## src/rtl/zero_copy_send_completion_tracker_unit_macros.svh

```systemverilog
// Assertion helpers for the completion tracker.
`ifndef ZERO_COPY_SEND_COMPLETION_TRACKER_UNIT_MACROS_SVH
`define ZERO_COPY_SEND_COMPLETION_TRACKER_UNIT_MACROS_SVH

// Same-cycle implication, checked out of reset.
`define ZCSCT_ASSERT_IMP(label, clk, rst_n, ante, cons, msg) \
    label: assert property (@(posedge clk) disable iff (!(rst_n)) (ante) |-> (cons)) \
        else $error(msg);

// Next-cycle implication, checked out of reset.
`define ZCSCT_ASSERT_NXT(label, clk, rst_n, ante, cons, msg) \
    label: assert property (@(posedge clk) disable iff (!(rst_n)) (ante) |=> (cons)) \
        else $error(msg);

`endif

```

## src/rtl/zcsct_pkg.sv

```systemverilog
package zcsct_pkg;

    localparam int CNT_WIDTH_DEF = 48;
    localparam int NUM_COUNTERS  = 7;
    localparam int ROW_SLOTS     = 4;

    localparam int MIN_ATT_W   = 32;
    localparam int MIN_BYTES_W = 48;
    localparam int CFG_DATA_W  = 64;
    localparam int CFG_ADDR_W  = 4;

    localparam logic [MIN_ATT_W-1:0]   MIN_ATT_RST   = 32'd1024;
    localparam logic [MIN_BYTES_W-1:0] MIN_BYTES_RST = 48'd16777216;

    localparam logic [1:0] FUNC_EVENT     = 2'd0;
    localparam logic [1:0] FUNC_ARM_CLOSE = 2'd1;
    localparam logic [1:0] FUNC_READ      = 2'd2;

    localparam logic [2:0] ACT_NONE        = 3'd0;
    localparam logic [2:0] ACT_COMPLETE    = 3'd1;
    localparam logic [2:0] ACT_RESUBMIT    = 3'd2;
    localparam logic [2:0] ACT_CLOSE_ERR   = 3'd3;
    localparam logic [2:0] ACT_CLOSE_NOTIF = 3'd4;

    localparam logic [1:0] PEND_NONE      = 2'd0;
    localparam logic [1:0] PEND_COMPLETE  = 2'd1;
    localparam logic [1:0] PEND_RESUBMIT  = 2'd2;
    localparam logic [1:0] PEND_CLOSE_ERR = 2'd3;

    localparam logic [2:0] CNT_NOTIF    = 3'd0;
    localparam logic [2:0] CNT_COPIED   = 3'd1;
    localparam logic [2:0] CNT_NO_NOTIF = 3'd2;
    localparam logic [2:0] CNT_OOM      = 3'd3;
    localparam logic [2:0] CNT_OTHER    = 3'd4;
    localparam logic [2:0] CNT_BYTES    = 3'd5;
    localparam logic [2:0] CNT_DISABLE  = 3'd6;

    // Counter rows: notification row holds notif/copied/disable,
    // send row holds no-notif/oom/other/bytes.
    localparam logic ROW_NOTIF = 1'b0;
    localparam logic ROW_SEND  = 1'b1;

    localparam logic [1:0] SLOT_NOTIF    = 2'd0;
    localparam logic [1:0] SLOT_COPIED   = 2'd1;
    localparam logic [1:0] SLOT_DISABLE  = 2'd2;
    localparam logic [1:0] SLOT_NO_NOTIF = 2'd0;
    localparam logic [1:0] SLOT_OOM      = 2'd1;
    localparam logic [1:0] SLOT_OTHER    = 2'd2;
    localparam logic [1:0] SLOT_BYTES    = 2'd3;

    function automatic logic cnt_row(input logic [2:0] idx);
        logic r;
        case (idx)
            CNT_NOTIF, CNT_COPIED, CNT_DISABLE: r = ROW_NOTIF;
            CNT_NO_NOTIF, CNT_OOM, CNT_OTHER, CNT_BYTES: r = ROW_SEND;
            default: r = ROW_NOTIF;
        endcase
        return r;
    endfunction

    function automatic logic [1:0] cnt_slot(input logic [2:0] idx);
        logic [1:0] s;
        case (idx)
            CNT_NOTIF:    s = SLOT_NOTIF;
            CNT_COPIED:   s = SLOT_COPIED;
            CNT_DISABLE:  s = SLOT_DISABLE;
            CNT_NO_NOTIF: s = SLOT_NO_NOTIF;
            CNT_OOM:      s = SLOT_OOM;
            CNT_OTHER:    s = SLOT_OTHER;
            CNT_BYTES:    s = SLOT_BYTES;
            default:      s = SLOT_NOTIF;
        endcase
        return s;
    endfunction

endpackage

```

## src/rtl/zero_copy_send_completion_tracker_unit.sv

```systemverilog
// Zero-copy send completion tracker.
// Input channel (i_in_valid / o_in_ready) takes one word per event: a send
// completion or notification (func 0), an arm-close request (func 1) or a
// counter read (func 2). Output channel (o_out_valid / i_out_ready) returns
// one word per input word, in order.
// Result words pass through the stage-1 registers and the output register.
// Throughput: one word per cycle unless the receiver stalls. Event counters
// sit in a 2-row memory (one row per event class); each word does one read,
// event words a write-back too; the last forwards to a following same-row word.
// When the receiver stalls, the output register holds its word, one more
// word waits in the compute stage, and o_in_ready drops.
// Reset (synchronous, active low) clears the flags, re-enables zero copy,
// loads the register defaults and marks both counter rows as zero at once.
// APB port: min_attempts at 0x0, min_bytes_requested at 0x8, 64-bit data, pready
// always high; the user writes only while the block is idle, which the block does not enforce.
`include "zero_copy_send_completion_tracker_unit_macros.svh"

module zero_copy_send_completion_tracker_unit
    import zcsct_pkg::*;
#(
    parameter int COUNTER_WIDTH = CNT_WIDTH_DEF
) (
    input  logic                     i_clk,
    input  logic                     i_rst_n,

    input  logic                     psel,
    input  logic                     penable,
    input  logic                     pwrite,
    input  logic [CFG_ADDR_W-1:0]    paddr,
    input  logic [CFG_DATA_W-1:0]    pwdata,
    output logic [CFG_DATA_W-1:0]    prdata,
    output logic                     pready,

    input  logic                     i_in_valid,
    output logic                     o_in_ready,
    input  logic [1:0]               i_func,
    input  logic signed [31:0]       i_send_result,
    input  logic                     i_is_notification,
    input  logic                     i_more_flag,
    input  logic                     i_data_copied,
    input  logic                     i_out_of_memory_error,
    input  logic [31:0]              i_written_before,
    input  logic [31:0]              i_response_total,
    input  logic [47:0]              i_attempts_so_far,
    input  logic [47:0]              i_bytes_requested_so_far,
    input  logic [2:0]               i_counter_index,

    output logic                     o_out_valid,
    input  logic                     i_out_ready,
    output logic [2:0]               o_action,
    output logic [30:0]              o_acct_bytes,
    output logic                     o_zc_shutoff,
    output logic                     o_zero_copy_on,
    output logic                     o_awaiting_notification,
    output logic [COUNTER_WIDTH-1:0] o_counter_value
);

    localparam int CW    = COUNTER_WIDTH;
    localparam int ROW_W = ROW_SLOTS * CW;
    localparam int SUM_W = ((CW > 31) ? CW : 31) + 1;
    localparam logic [CW-1:0] CNT_MAX = {CW{1'b1}};

    function automatic logic [CW-1:0] sat_inc(input logic [CW-1:0] v);
        return (v == CNT_MAX) ? v : v + CW'(1);
    endfunction

    // config registers
    logic [MIN_ATT_W-1:0]   r_min_att;
    logic [MIN_BYTES_W-1:0] r_min_bytes;

    always_ff @(posedge i_clk) begin
        if (!i_rst_n) begin
            r_min_att   <= MIN_ATT_RST;
            r_min_bytes <= MIN_BYTES_RST;
        end else if (psel && penable && pwrite && pready) begin
            if (paddr[3]) begin
                r_min_bytes <= pwdata[MIN_BYTES_W-1:0];
            end else begin
                r_min_att <= pwdata[MIN_ATT_W-1:0];
            end
        end
    end

    assign pready = 1'b1;
    assign prdata = paddr[3] ? {{(CFG_DATA_W-MIN_BYTES_W){1'b0}}, r_min_bytes}
                             : {{(CFG_DATA_W-MIN_ATT_W){1'b0}}, r_min_att};

    // handshake
    logic r_s1_valid;
    logic r_out_valid;
    logic s1_adv;
    logic s1_fire;
    logic in_fire;

    assign s1_adv     = !r_s1_valid || !r_out_valid || i_out_ready;
    assign s1_fire    = r_s1_valid && (!r_out_valid || i_out_ready);
    assign o_in_ready = s1_adv;
    assign in_fire    = i_in_valid && s1_adv;

    // counter memory
    logic [ROW_W-1:0] r_mem [2];
    logic [1:0]       r_row_vld;
    logic [ROW_W-1:0] r_rd;
    logic             r_rd_vld;
    logic             rd_row;

    logic             wb_en;
    logic [ROW_W-1:0] wb_data;
    logic             r_wb_vld;
    logic             r_wb_row;
    logic [ROW_W-1:0] r_wb_data;

    assign rd_row = (i_func == FUNC_READ) ? cnt_row(i_counter_index) :
                    (i_is_notification ? ROW_NOTIF : ROW_SEND);

    // stage 1 registers
    logic [1:0]  r_s1_func;
    logic [31:0] r_s1_result;
    logic        r_s1_notif;
    logic        r_s1_more;
    logic        r_s1_copied;
    logic        r_s1_oom;
    logic [31:0] r_s1_written;
    logic [31:0] r_s1_total;
    logic [47:0] r_s1_attempts;
    logic [47:0] r_s1_requested;
    logic [2:0]  r_s1_cidx;
    logic        r_s1_row;

    always_ff @(posedge i_clk) begin
        if (in_fire) begin
            r_rd           <= r_mem[rd_row];
            r_rd_vld       <= r_row_vld[rd_row];
            r_s1_func      <= i_func;
            r_s1_result    <= i_send_result;
            r_s1_notif     <= i_is_notification;
            r_s1_more      <= i_more_flag;
            r_s1_copied    <= i_data_copied;
            r_s1_oom       <= i_out_of_memory_error;
            r_s1_written   <= i_written_before;
            r_s1_total     <= i_response_total;
            r_s1_attempts  <= i_attempts_so_far;
            r_s1_requested <= i_bytes_requested_so_far;
            r_s1_cidx      <= i_counter_index;
            r_s1_row       <= rd_row;
        end
        if (s1_fire && wb_en) begin
            r_mem[r_s1_row] <= wb_data;
            r_wb_row        <= r_s1_row;
            r_wb_data       <= wb_data;
        end
    end

    always_ff @(posedge i_clk) begin
        if (!i_rst_n) begin
            r_row_vld <= 2'b00;
            r_wb_vld  <= 1'b0;
        end else if (s1_fire && wb_en) begin
            r_row_vld[r_s1_row] <= 1'b1;
            r_wb_vld            <= 1'b1;
        end
    end

    // flags
    logic       r_waiting;
    logic       r_close_armed;
    logic [1:0] r_pending;
    logic       r_zc_en;
    logic       n_waiting;
    logic       n_close_armed;
    logic [1:0] n_pending;
    logic       n_zc_en;

    // stage 1 compute
    logic [ROW_W-1:0] row_data;
    logic [CW-1:0]    c0, c1, c2, c3;
    logic [CW-1:0]    n0, n1;
    logic [CW+3:0]    copied10, total9;
    logic [SUM_W-1:0] byte_sum;
    logic [32:0]      resp_sum;
    logic             done;
    logic             negative;
    logic [30:0]      sent;
    logic [2:0]       action;
    logic             disabled;
    logic [CW-1:0]    cval;

    assign row_data = (r_wb_vld && (r_wb_row == r_s1_row)) ? r_wb_data :
                      (r_rd_vld ? r_rd : '0);
    assign c0 = row_data[0*CW +: CW];
    assign c1 = row_data[1*CW +: CW];
    assign c2 = row_data[2*CW +: CW];
    assign c3 = row_data[3*CW +: CW];

    assign negative = r_s1_result[31];
    assign n0       = sat_inc(c0);
    assign n1       = r_s1_copied ? sat_inc(c1) : c1;
    assign copied10 = {n1, 3'b000} + {2'b00, n1, 1'b0};
    assign total9   = {n0, 3'b000} + {4'b0000, n0};
    assign byte_sum = SUM_W'(c3) + SUM_W'(r_s1_result[30:0]);
    assign resp_sum = {1'b0, r_s1_written} + {2'b00, r_s1_result[30:0]};
    assign done     = resp_sum >= {1'b0, r_s1_total};

    always_comb begin
        n_waiting     = r_waiting;
        n_close_armed = r_close_armed;
        n_pending     = r_pending;
        n_zc_en       = r_zc_en;
        wb_en         = 1'b0;
        wb_data       = row_data;
        action        = ACT_NONE;
        sent          = '0;
        disabled      = 1'b0;
        cval          = '0;
        case (r_s1_func)
            FUNC_ARM_CLOSE: begin
                n_close_armed = 1'b1;
            end
            FUNC_READ: begin
                if (r_s1_cidx != 3'(NUM_COUNTERS)) begin
                    cval = row_data[cnt_slot(r_s1_cidx)*CW +: CW];
                end
            end
            FUNC_EVENT: begin
                wb_en = 1'b1;
                if (r_s1_notif) begin
                    wb_data[SLOT_NOTIF*CW +: CW]  = n0;
                    wb_data[SLOT_COPIED*CW +: CW] = n1;
                    if (r_s1_copied && r_zc_en
                        && (r_s1_attempts >= {16'h0000, r_min_att})
                        && (r_s1_requested >= r_min_bytes)
                        && (copied10 > total9)) begin
                        n_zc_en  = 1'b0;
                        disabled = 1'b1;
                        wb_data[SLOT_DISABLE*CW +: CW] = sat_inc(c2);
                    end
                    n_waiting = 1'b0;
                    if (r_close_armed) begin
                        n_close_armed = 1'b0;
                        action        = ACT_CLOSE_NOTIF;
                    end else begin
                        action = {1'b0, r_pending};
                    end
                    n_pending = PEND_NONE;
                end else begin
                    if (!r_s1_more) begin
                        wb_data[SLOT_NO_NOTIF*CW +: CW] = sat_inc(c0);
                    end
                    if (negative) begin
                        if (r_s1_oom) begin
                            wb_data[SLOT_OOM*CW +: CW] = sat_inc(c1);
                        end else begin
                            wb_data[SLOT_OTHER*CW +: CW] = sat_inc(c2);
                        end
                        if (r_s1_more) begin
                            n_waiting = 1'b1;
                            n_pending = PEND_CLOSE_ERR;
                        end else begin
                            action = ACT_CLOSE_ERR;
                        end
                    end else begin
                        sent = r_s1_result[30:0];
                        wb_data[SLOT_BYTES*CW +: CW] =
                            (byte_sum > SUM_W'(CNT_MAX)) ? CNT_MAX : byte_sum[CW-1:0];
                        if (r_s1_more) begin
                            n_waiting = 1'b1;
                            n_pending = done ? PEND_COMPLETE : PEND_RESUBMIT;
                        end else begin
                            action = done ? ACT_COMPLETE : ACT_RESUBMIT;
                        end
                    end
                end
            end
            default: begin
            end
        endcase
    end

    // control and output register
    always_ff @(posedge i_clk) begin
        if (!i_rst_n) begin
            r_s1_valid    <= 1'b0;
            r_out_valid   <= 1'b0;
            r_waiting     <= 1'b0;
            r_close_armed <= 1'b0;
            r_pending     <= PEND_NONE;
            r_zc_en       <= 1'b1;
        end else begin
            if (s1_adv) begin
                r_s1_valid <= i_in_valid;
            end
            if (s1_fire) begin
                r_out_valid   <= 1'b1;
                r_waiting     <= n_waiting;
                r_close_armed <= n_close_armed;
                r_pending     <= n_pending;
                r_zc_en       <= n_zc_en;
            end else if (i_out_ready) begin
                r_out_valid <= 1'b0;
            end
        end
    end

    always_ff @(posedge i_clk) begin
        if (s1_fire) begin
            o_action                <= action;
            o_acct_bytes            <= sent;
            o_zc_shutoff            <= disabled;
            o_zero_copy_on          <= n_zc_en;
            o_awaiting_notification <= n_waiting;
            o_counter_value         <= cval;
        end
    end

    assign o_out_valid = r_out_valid;

    `ZCSCT_ASSERT_NXT(a_zc_stays_off, i_clk, i_rst_n, !r_zc_en, !r_zc_en,
        "zero copy re-enabled after adaptive disable")
    `ZCSCT_ASSERT_IMP(a_disable_flag, i_clk, i_rst_n,
        o_out_valid && o_zc_shutoff, !o_zero_copy_on,
        "adaptive disable reported with zero copy still on")
    `ZCSCT_ASSERT_IMP(a_ready_stall, i_clk, i_rst_n, !o_in_ready,
        r_s1_valid && r_out_valid && !i_out_ready,
        "input stalled without a full pipeline")
    `ZCSCT_ASSERT_IMP(a_close_cleared, i_clk, i_rst_n,
        o_out_valid && (o_action == ACT_CLOSE_NOTIF), !r_close_armed,
        "close still armed after close-after-notification")

endmodule
```

## config.mk

```make
export PLATFORM = sky130hd
export DESIGN_NAME = zero_copy_send_completion_tracker_unit
export DESIGN_NICKNAME = d
export VERILOG_FILES = /design/src/rtl/zcsct_pkg.sv /design/src/rtl/zero_copy_send_completion_tracker_unit.sv
export VERILOG_INCLUDE_DIRS = /design/src /design/src/rtl
export SDC_FILE = /design/constraint.sdc
export NUM_CORES = 2
export LEC_CHECK = 0
export ABC_AREA = 0
export BUFFER_PORTS_ARGS = -buffer_cell sky130_fd_sc_hd__buf_2
export CORE_MARGIN = 2
export CORE_UTILIZATION = 50
export DETAILED_ROUTE_END_ITERATION = 7
export HOLD_SLACK_MARGIN = 0.03
export PLACE_DENSITY = 0.68
export SLEW_MARGIN = 25
export SYNTH_ARGS = -nofsm -noshare
export SYNTH_HDL_FRONTEND = slang
export SYNTH_SLANG_ARGS = --single-unit
```

## constraint.sdc

```tcl
create_clock -name i_clk -period 16.8 [get_ports i_clk]
set_input_delay 3.36 -clock i_clk [delete_from_list [all_inputs] [get_ports i_clk]]
set_output_delay 3.36 -clock i_clk [all_outputs]
set_load 0.05 [all_outputs]
```

# Word level (Yosys, flattened, before mapping)
# Memory sizes are Yosys's and may differ from the RTL's. A register that Yosys moved wholly into a read port is not among the register bits.
# Cells that the tools add are included.
op_classes:
  n_addsub: 7
  n_mul: 1
  n_div: 0
  n_lt_le_gt_ge: 8
  eq_ne: 18
  shift: 1
  muxes: 52
  n_bitwise: 3
  n_reduce_logical: 30
ops:
  columns: ["cell", "n"]
  rows:
  - ["192-bit two-way mux", 3]
  - ["48-bit two-way mux", 12]
  - ["192-bit by 9-bit variable part select with 48-bit output", 1]
  - ["48-bit by 1-bit adder with 48-bit output, second input constant", 3]
  - ["48-bit equality test, second input constant", 3]
  - ["144-bit two-way mux", 1]
  - ["96-bit two-way mux", 1]
  - ["51-bit by 48-bit adder with 52-bit output", 1]
  - ["51-bit by 49-bit adder with 52-bit output", 1]
  - ["52-bit > comparator", 1]
  - ["48-bit by 31-bit adder with 49-bit output", 1]
  - ["49-bit by 48-bit > comparator with 1-bit output, second input constant", 1]
  - ["48-bit by 32-bit greater-or-equal comparator with 1-bit output", 1]
  - ["48-bit greater-or-equal comparator", 1]
  - ["32-bit by 31-bit adder with 33-bit output", 1]
  - ["33-bit by 32-bit greater-or-equal comparator with 1-bit output", 1]
  - ["2-bit two-way mux", 10]
  - ["1-bit two-way mux", 19]
  - ["3-bit equality test, second input constant", 5]
  - ["1-bit logical AND", 11]
  - ["3-bit by 2-bit equality test with 1-bit output, second input constant", 3]
  - ["3-bit two-way mux", 3]
  - ["2-bit AND reduction", 4]
  - ["2-bit case mux with 3 select lines", 1]
  - ["21 further kinds", 31]
totals:
  regBits: 571
  latchBits: 0
  ramBits: 384
  romBits: 0
  input_bits: 276
  output_inout_bits: 152
  word_cells: 152
  mem_count: 1
memory_table:
  columns: ["memory", "depth", "word_bits", "rd", "rd_clocked_by_memory_dff", "wr", "line", "source"]
  rows:
  - ["r_mem", 2, 192, 1, 1, 1, "zero_copy_send_completion_tracker_unit.sv:101", "logic [ROW_W-1:0] r_mem [2];"]

# Logic depth before layout (Yosys ltp)
depth:
  ltp_word: 12
  mapped_depth: 51
  ltp_nobuf: 45

# Worst setup path after synthesis
# Ideal clock, no wire load.
synth_path:
  kind: "input to register"
  startpoint: "input port i_out_ready"
  endpoint: "memory r_mem[0][0] (netlist name), enable pin"
  setup_ns: 0.748
  t_arrival_ns: 13.750
  t_required_ns: 16.052
  path_slack_ns: 2.302
  stages: 5
  n_path_buf: 0
  cell_sequence: "nor2b_1 > nand2b_1 > inv_1 > nand2_1 > nor2_1"
synth_between:
  elab_chain_cells: 5
synth_lines:
  columns: ["element", "line", "source"]
  rows:
  - ["from (decl)", "zero_copy_send_completion_tracker_unit.sv:49", "input logic i_out_ready,"]
  - ["1-bit logical OR", "zero_copy_send_completion_tracker_unit.sv:96", "assign s1_fire = r_s1_valid && (!r_out_valid || i_out_ready);"]
  - ["1-bit logical AND", "zero_copy_send_completion_tracker_unit.sv:96", null]
  - ["named net s1_fire", "zero_copy_send_completion_tracker_unit.sv:92", "logic s1_fire;"]
  - ["1-bit logical AND", "zero_copy_send_completion_tracker_unit.sv:147", "if (s1_fire && wb_en) begin"]
  - ["1-bit two-way mux", "zero_copy_send_completion_tracker_unit.sv:147", null]
  - ["1-bit two-way mux (not written as such)", "zero_copy_send_completion_tracker_unit.sv:148", "r_mem[r_s1_row] <= wb_data;"]
  - ["to (decl)", "zero_copy_send_completion_tracker_unit.sv:101", null]
# The timed path passes the listed nets, and every way through them passes these cells.

# Final worst setup path
layout_path:
  startpoint: "register r_s1_row"
  endpoint: "register r_wb_data[104], data pin"
layout_between:
  elab_chain_cells: 12
  elab_cells_between_ends: 22
  classes_between: "5 x add/sub; 1 x order compare; 4 x eq/ne; 10 x mux; 2 x reduce/logical"
layout_lines:
  columns: ["element", "line", "source"]
  rows:
  - ["from (decl)", "zero_copy_send_completion_tracker_unit.sv:128", "logic r_s1_row;"]
  - ["from (signal assigned)", "zero_copy_send_completion_tracker_unit.sv:145", "r_s1_row <= rd_row;"]
  - ["1-bit equality test (*)", "zero_copy_send_completion_tracker_unit.sv:188", "assign row_data = (r_wb_vld && (r_wb_row == r_s1_row)) ? r_wb_data :"]
  - ["1-bit logical AND (*)", "zero_copy_send_completion_tracker_unit.sv:188", null]
  - ["192-bit two-way mux (*)", "zero_copy_send_completion_tracker_unit.sv:188", null]
  - ["48-bit by 1-bit adder with 48-bit output or 48-bit equality test (tied branches)", "zero_copy_send_completion_tracker_unit.sv:64", "return (v == CNT_MAX) ? v : v + CW'(1);"]
  - ["48-bit two-way mux", "zero_copy_send_completion_tracker_unit.sv:64", null]
  - ["48-bit two-way mux", "zero_copy_send_completion_tracker_unit.sv:197", "assign n1 = r_s1_copied ? sat_inc(c1) : c1;"]
  - ["51-bit by 49-bit adder with 52-bit output", "zero_copy_send_completion_tracker_unit.sv:198", "assign copied10 = {n1, 3'b000} + {2'b00, n1, 1'b0};"]
  - ["52-bit > comparator", "zero_copy_send_completion_tracker_unit.sv:232", "&& (copied10 > total9)) begin"]
  - ["1-bit logical AND", "zero_copy_send_completion_tracker_unit.sv:232", null]
  - ["48-bit two-way mux", "zero_copy_send_completion_tracker_unit.sv:229", "if (r_s1_copied && r_zc_en"]
  - ["144-bit two-way mux", "zero_copy_send_completion_tracker_unit.sv:226", "if (r_s1_notif) begin"]
  - ["192-bit two-way mux (*)", "zero_copy_send_completion_tracker_unit.sv:215", "case (r_s1_func)"]
  - ["named net wb_data[104]", "zero_copy_send_completion_tracker_unit.sv:108", "logic [ROW_W-1:0] wb_data;"]
  - ["to (signal assigned)", "zero_copy_send_completion_tracker_unit.sv:150", "r_wb_data <= wb_data;"]
  - ["to (decl)", "zero_copy_send_completion_tracker_unit.sv:111", "logic [ROW_W-1:0] r_wb_data;"]
# Mark *: on every way through the listed nets, which the timed path passes. The rest lies on a longest branch.
# A chain may end at the register's enable or synchronous reset.

==> results.sh <==
export IMPL_clock_skew_final_ns=0.0528
export IMPL_cts_tree="done"
export IMPL_clock_latency_ns=0.76
export IMPL_drtPass1Iterations=8
export IMPL_p_per_area_nw_per_um2=99.0
export IMPL_power_switching_mw=1.72
export IMPL_post_route_min_period_ns=12.65
export IMPL_overflow=0
export IMPL_nNetsFinal=6140
export IMPL_p_comb_share_pct=13.2
export IMPL_fin_area_um2=67200
export IMPL_fin_crit_sh_pct=75.3
export IMPL_synth_cell_type_count=89
export IMPL_setup_viol=0
export IMPL_numPortBuffers=391
export IMPL_hold_path_class="reg2reg"
export IMPL_grt_max_degree=151
export IMPL_ir_drop_mv=0.0883
export IMPL_antenna_found_initial=28
export IMPL_start_kind="register"
export IMPL_ys_seq_area_share_pct=56.1
export IMPL_rr_worst_depth=41
export IMPL_p_int_mw=4.94
export IMPL_area_growth_pct=12.3
export IMPL_grt_busiest_layer="met2"
export IMPL_use_met1_pct=36.0
export IMPL_die_area_um2=122000
export IMPL_whs_path_depth=2
export IMPL_drive_above_1_share_pct=15.5
export IMPL_required_ns=17.34
export IMPL_drv_slew=0
export IMPL_synthCells=5188
export IMPL_wl_per_cell_um=22.6
export IMPL_worst_pin_slew_ns=1.26
export IMPL_core_area_um2=118000
export IMPL_yosys_area_top_type="edfxtp_1"
export IMPL_multiInputGateArea_um2=24600
export IMPL_synth_commonest_cells="edfxtp_1, nand2_1, a21oi_1, ha_1, nor2_1"
export IMPL_cellLeakagePower_nw=25.1
export IMPL_clkSinkCount=1147
export IMPL_postRouteAntennaNets=0
export IMPL_register_area_um2=33500
export IMPL_vias_per_cell=5.89
export IMPL_cts_repair_resized=0
export IMPL_maxCapViolCount=0
export IMPL_cts_hold_fix_buffers=0
export IMPL_synth_top_area_share_pct=53.1
export IMPL_cts_max_level=3
export IMPL_slew_headroom_pct=15.6
export IMPL_rows=126
export IMPL_filler_cell_count=9906
export IMPL_grt_use_total_pct=26.4
export IMPL_synth_seq_cells=1147
export IMPL_grt_use_met3_pct=4.89
export IMPL_swShare_pct=25.8
export IMPL_die_y_um=350
export IMPL_syn_area_um2=59800
export IMPL_clk_pin_slew_worst_paths_ns=0.06
export IMPL_dr_first_iter_drc_count=4176
export IMPL_slowest_delay_ns=0.92
export IMPL_ys_flop_type="edfxtp_1"
export IMPL_cts_made_buffers=115
export IMPL_clockRootBuffer="clkbuf_16"
export IMPL_rsz0062_at_grt="false"
export IMPL_gp_congestion=0.986
export IMPL_ys_async_sr_fraction_pct=0
export IMPL_initial_core_util_pct=50.5
export IMPL_critPathKind="reg2reg"
export IMPL_place_area_um2=63500
export IMPL_crit_slowest_cell="nor4_1"
export IMPL_io_pins=428
export IMPL_met2_usage_pct=41.4
export IMPL_arrival_ns=13.19
export IMPL_yosys_top_cells_area="edfxtp_1, ha_1, mux2_2"
export IMPL_dieWidth_um=350
export IMPL_grt_pass1_wl_um=246000
export IMPL_synth_edff_count=1057
export IMPL_yosys_warnings=0
export IMPL_synth_most_common_cell="edfxtp_1"
export IMPL_crit_path_end_kind="register"
export IMPL_p_clk_share_pct=37.7
export IMPL_drt_drc_violations_left=0
export IMPL_seq_power_share_pct=49.1
export IMPL_setup_tns_ns=0
export IMPL_hold_violations=0
export IMPL_grt_pass1_vias=41300
export IMPL_clockBufferDepth=3
export IMPL_wl_um=164000
export IMPL_status="complete, no violations"
export IMPL_dp_hpwl_um=114000
export IMPL_avgSynthCellArea_um2=11.5
export IMPL_post_cts_buffers=0
export IMPL_critPathMostFrequentCell="o21ai_0"
export IMPL_dr_total_vias=42700
export IMPL_fmax_mhz=79.1
export IMPL_path_max_fanout=35
[metrics by stage]
stage	util (%)	power, mW	setup slack [ns]	std cells	hold WS (ns)
final	56.7	6.65	4.15	7260	0.467
after global routing	56.7	6.88	3.44	7258	0.480
after CTS	56.7	6.68	4.34	7238	0.467
after detailed placement	53.6	4.19	4.35	7024	0.454
after global placement	53.6	4.18	4.44	7024	0.443
after floorplan	-	3.95	2.30	5203	0.431
[layout make-up]
class | count | area share (%)
tap | 1600 | 2.98
clock buffer | 135 | 4.43
antenna | 22 | 0.0819
clock inverter | 79 | 1.03
sequential | 1147 | 49.9
timing repair buffer | 455 | 3.70
inverter | 215 | 1.22
multi-input combinational | 3607 | 36.6
[layout by cell type (no fill, tap or decap), types with 38 or more instances in the layout]
cell type / synthesis / layout
clkbuf_16: 0 / 116
xnor2_1: 227 / 227
a21boi_0: 84 / 84
nand4_1: 67 / 67
nand2_1: 520 / 518
inv_1: 212 / 210
buf_4: 20 / 60
mux2_2: 196 / 196
edfxtp_1: 1057 / 1057
a21oi_1: 383 / 379
nor2_1: 279 / 276
nor2b_1: 49 / 49
o211ai_1: 41 / 41
o21a_1: 40 / 40
nor3_1: 112 / 111
nand3_1: 135 / 135
nor4_1: 41 / 41
a21o_1: 131 / 131
clkinv_1: 2 / 38
and2_1: 58 / 57
nand2b_1: 52 / 51
ha_1: 319 / 319
dfxtp_1: 90 / 89
and3_1: 170 / 169
a31oi_1: 57 / 57
o21ai_0: 147 / 147
buf_2: 26 / 391
xor2_1: 133 / 133
[logic make-up after synthesis]
family	after synthesis	share of synthesized area [%]
xor+xnor	362	5.33
fa+ha+maj	323	6.81
buf+inv	449	3.02
flops	1147	56.1
mux	210	4.03
simple gates	1604	13.2
other cells	2	0.0126
compound gates	1091	11.6
[state kept, by name (all words and copies together), names as in the netlist, 3 cells and up]
register and cells:
r_s1_cidx 3, r_min_bytes 48, r_s1_written 32, o_acct_bytes 31, r_s1_attempts 48, r_rd 192
r_s1_total 32, r_mem 384, r_wb_data 192, r_min_att 32, r_s1_result 32, o_action 3
r_s1_requested 48, o_counter_value 48
[power groups by stage]
stage | clock network, mW | registers (mW) | logic [mW]
after floorplan | 0 | 3.37 | 0.577
after global placement | 0 | 3.32 | 0.851
after detailed placement | 0 | 3.33 | 0.868
after CTS | 2.54 | 3.27 | 0.873
after global routing | 2.65 | 3.28 | 0.962
final | 2.51 | 3.27 | 0.879
[critical path: cells and delay by family, from the launching register on]
family | cells | cell delay (ns)
buffers and inverters | 2 | 0.99
adder cells (fa/ha/maj) | 2 | 0.59
AO/OA/AOI/OAI | 20 | 5.19
AND/OR/NAND/NOR | 13 | 3.97
XOR/XNOR | 4 | 1.06
flip-flops | 1 | 0.55
[worst paths after layout]
kind / slack, ns / to / from
worst max-delay path: 4.15 / r_wb_data[104] / r_s1_row
worst min-delay path: 0.47 / r_min_bytes[35] / r_min_bytes[35]
worst max register to register: 4.15 / r_wb_data[104] / r_s1_row
worst min register to register: 0.47 / r_min_bytes[35] / r_min_bytes[35]
[layer usage]
metal	share of wire (%)	routed length, um
met1	42	69400
met2	46	74900
met4	4.1	6690
met3	7.9	12900
met5	0.0079	13
Power figures use the tool's default switching activity.
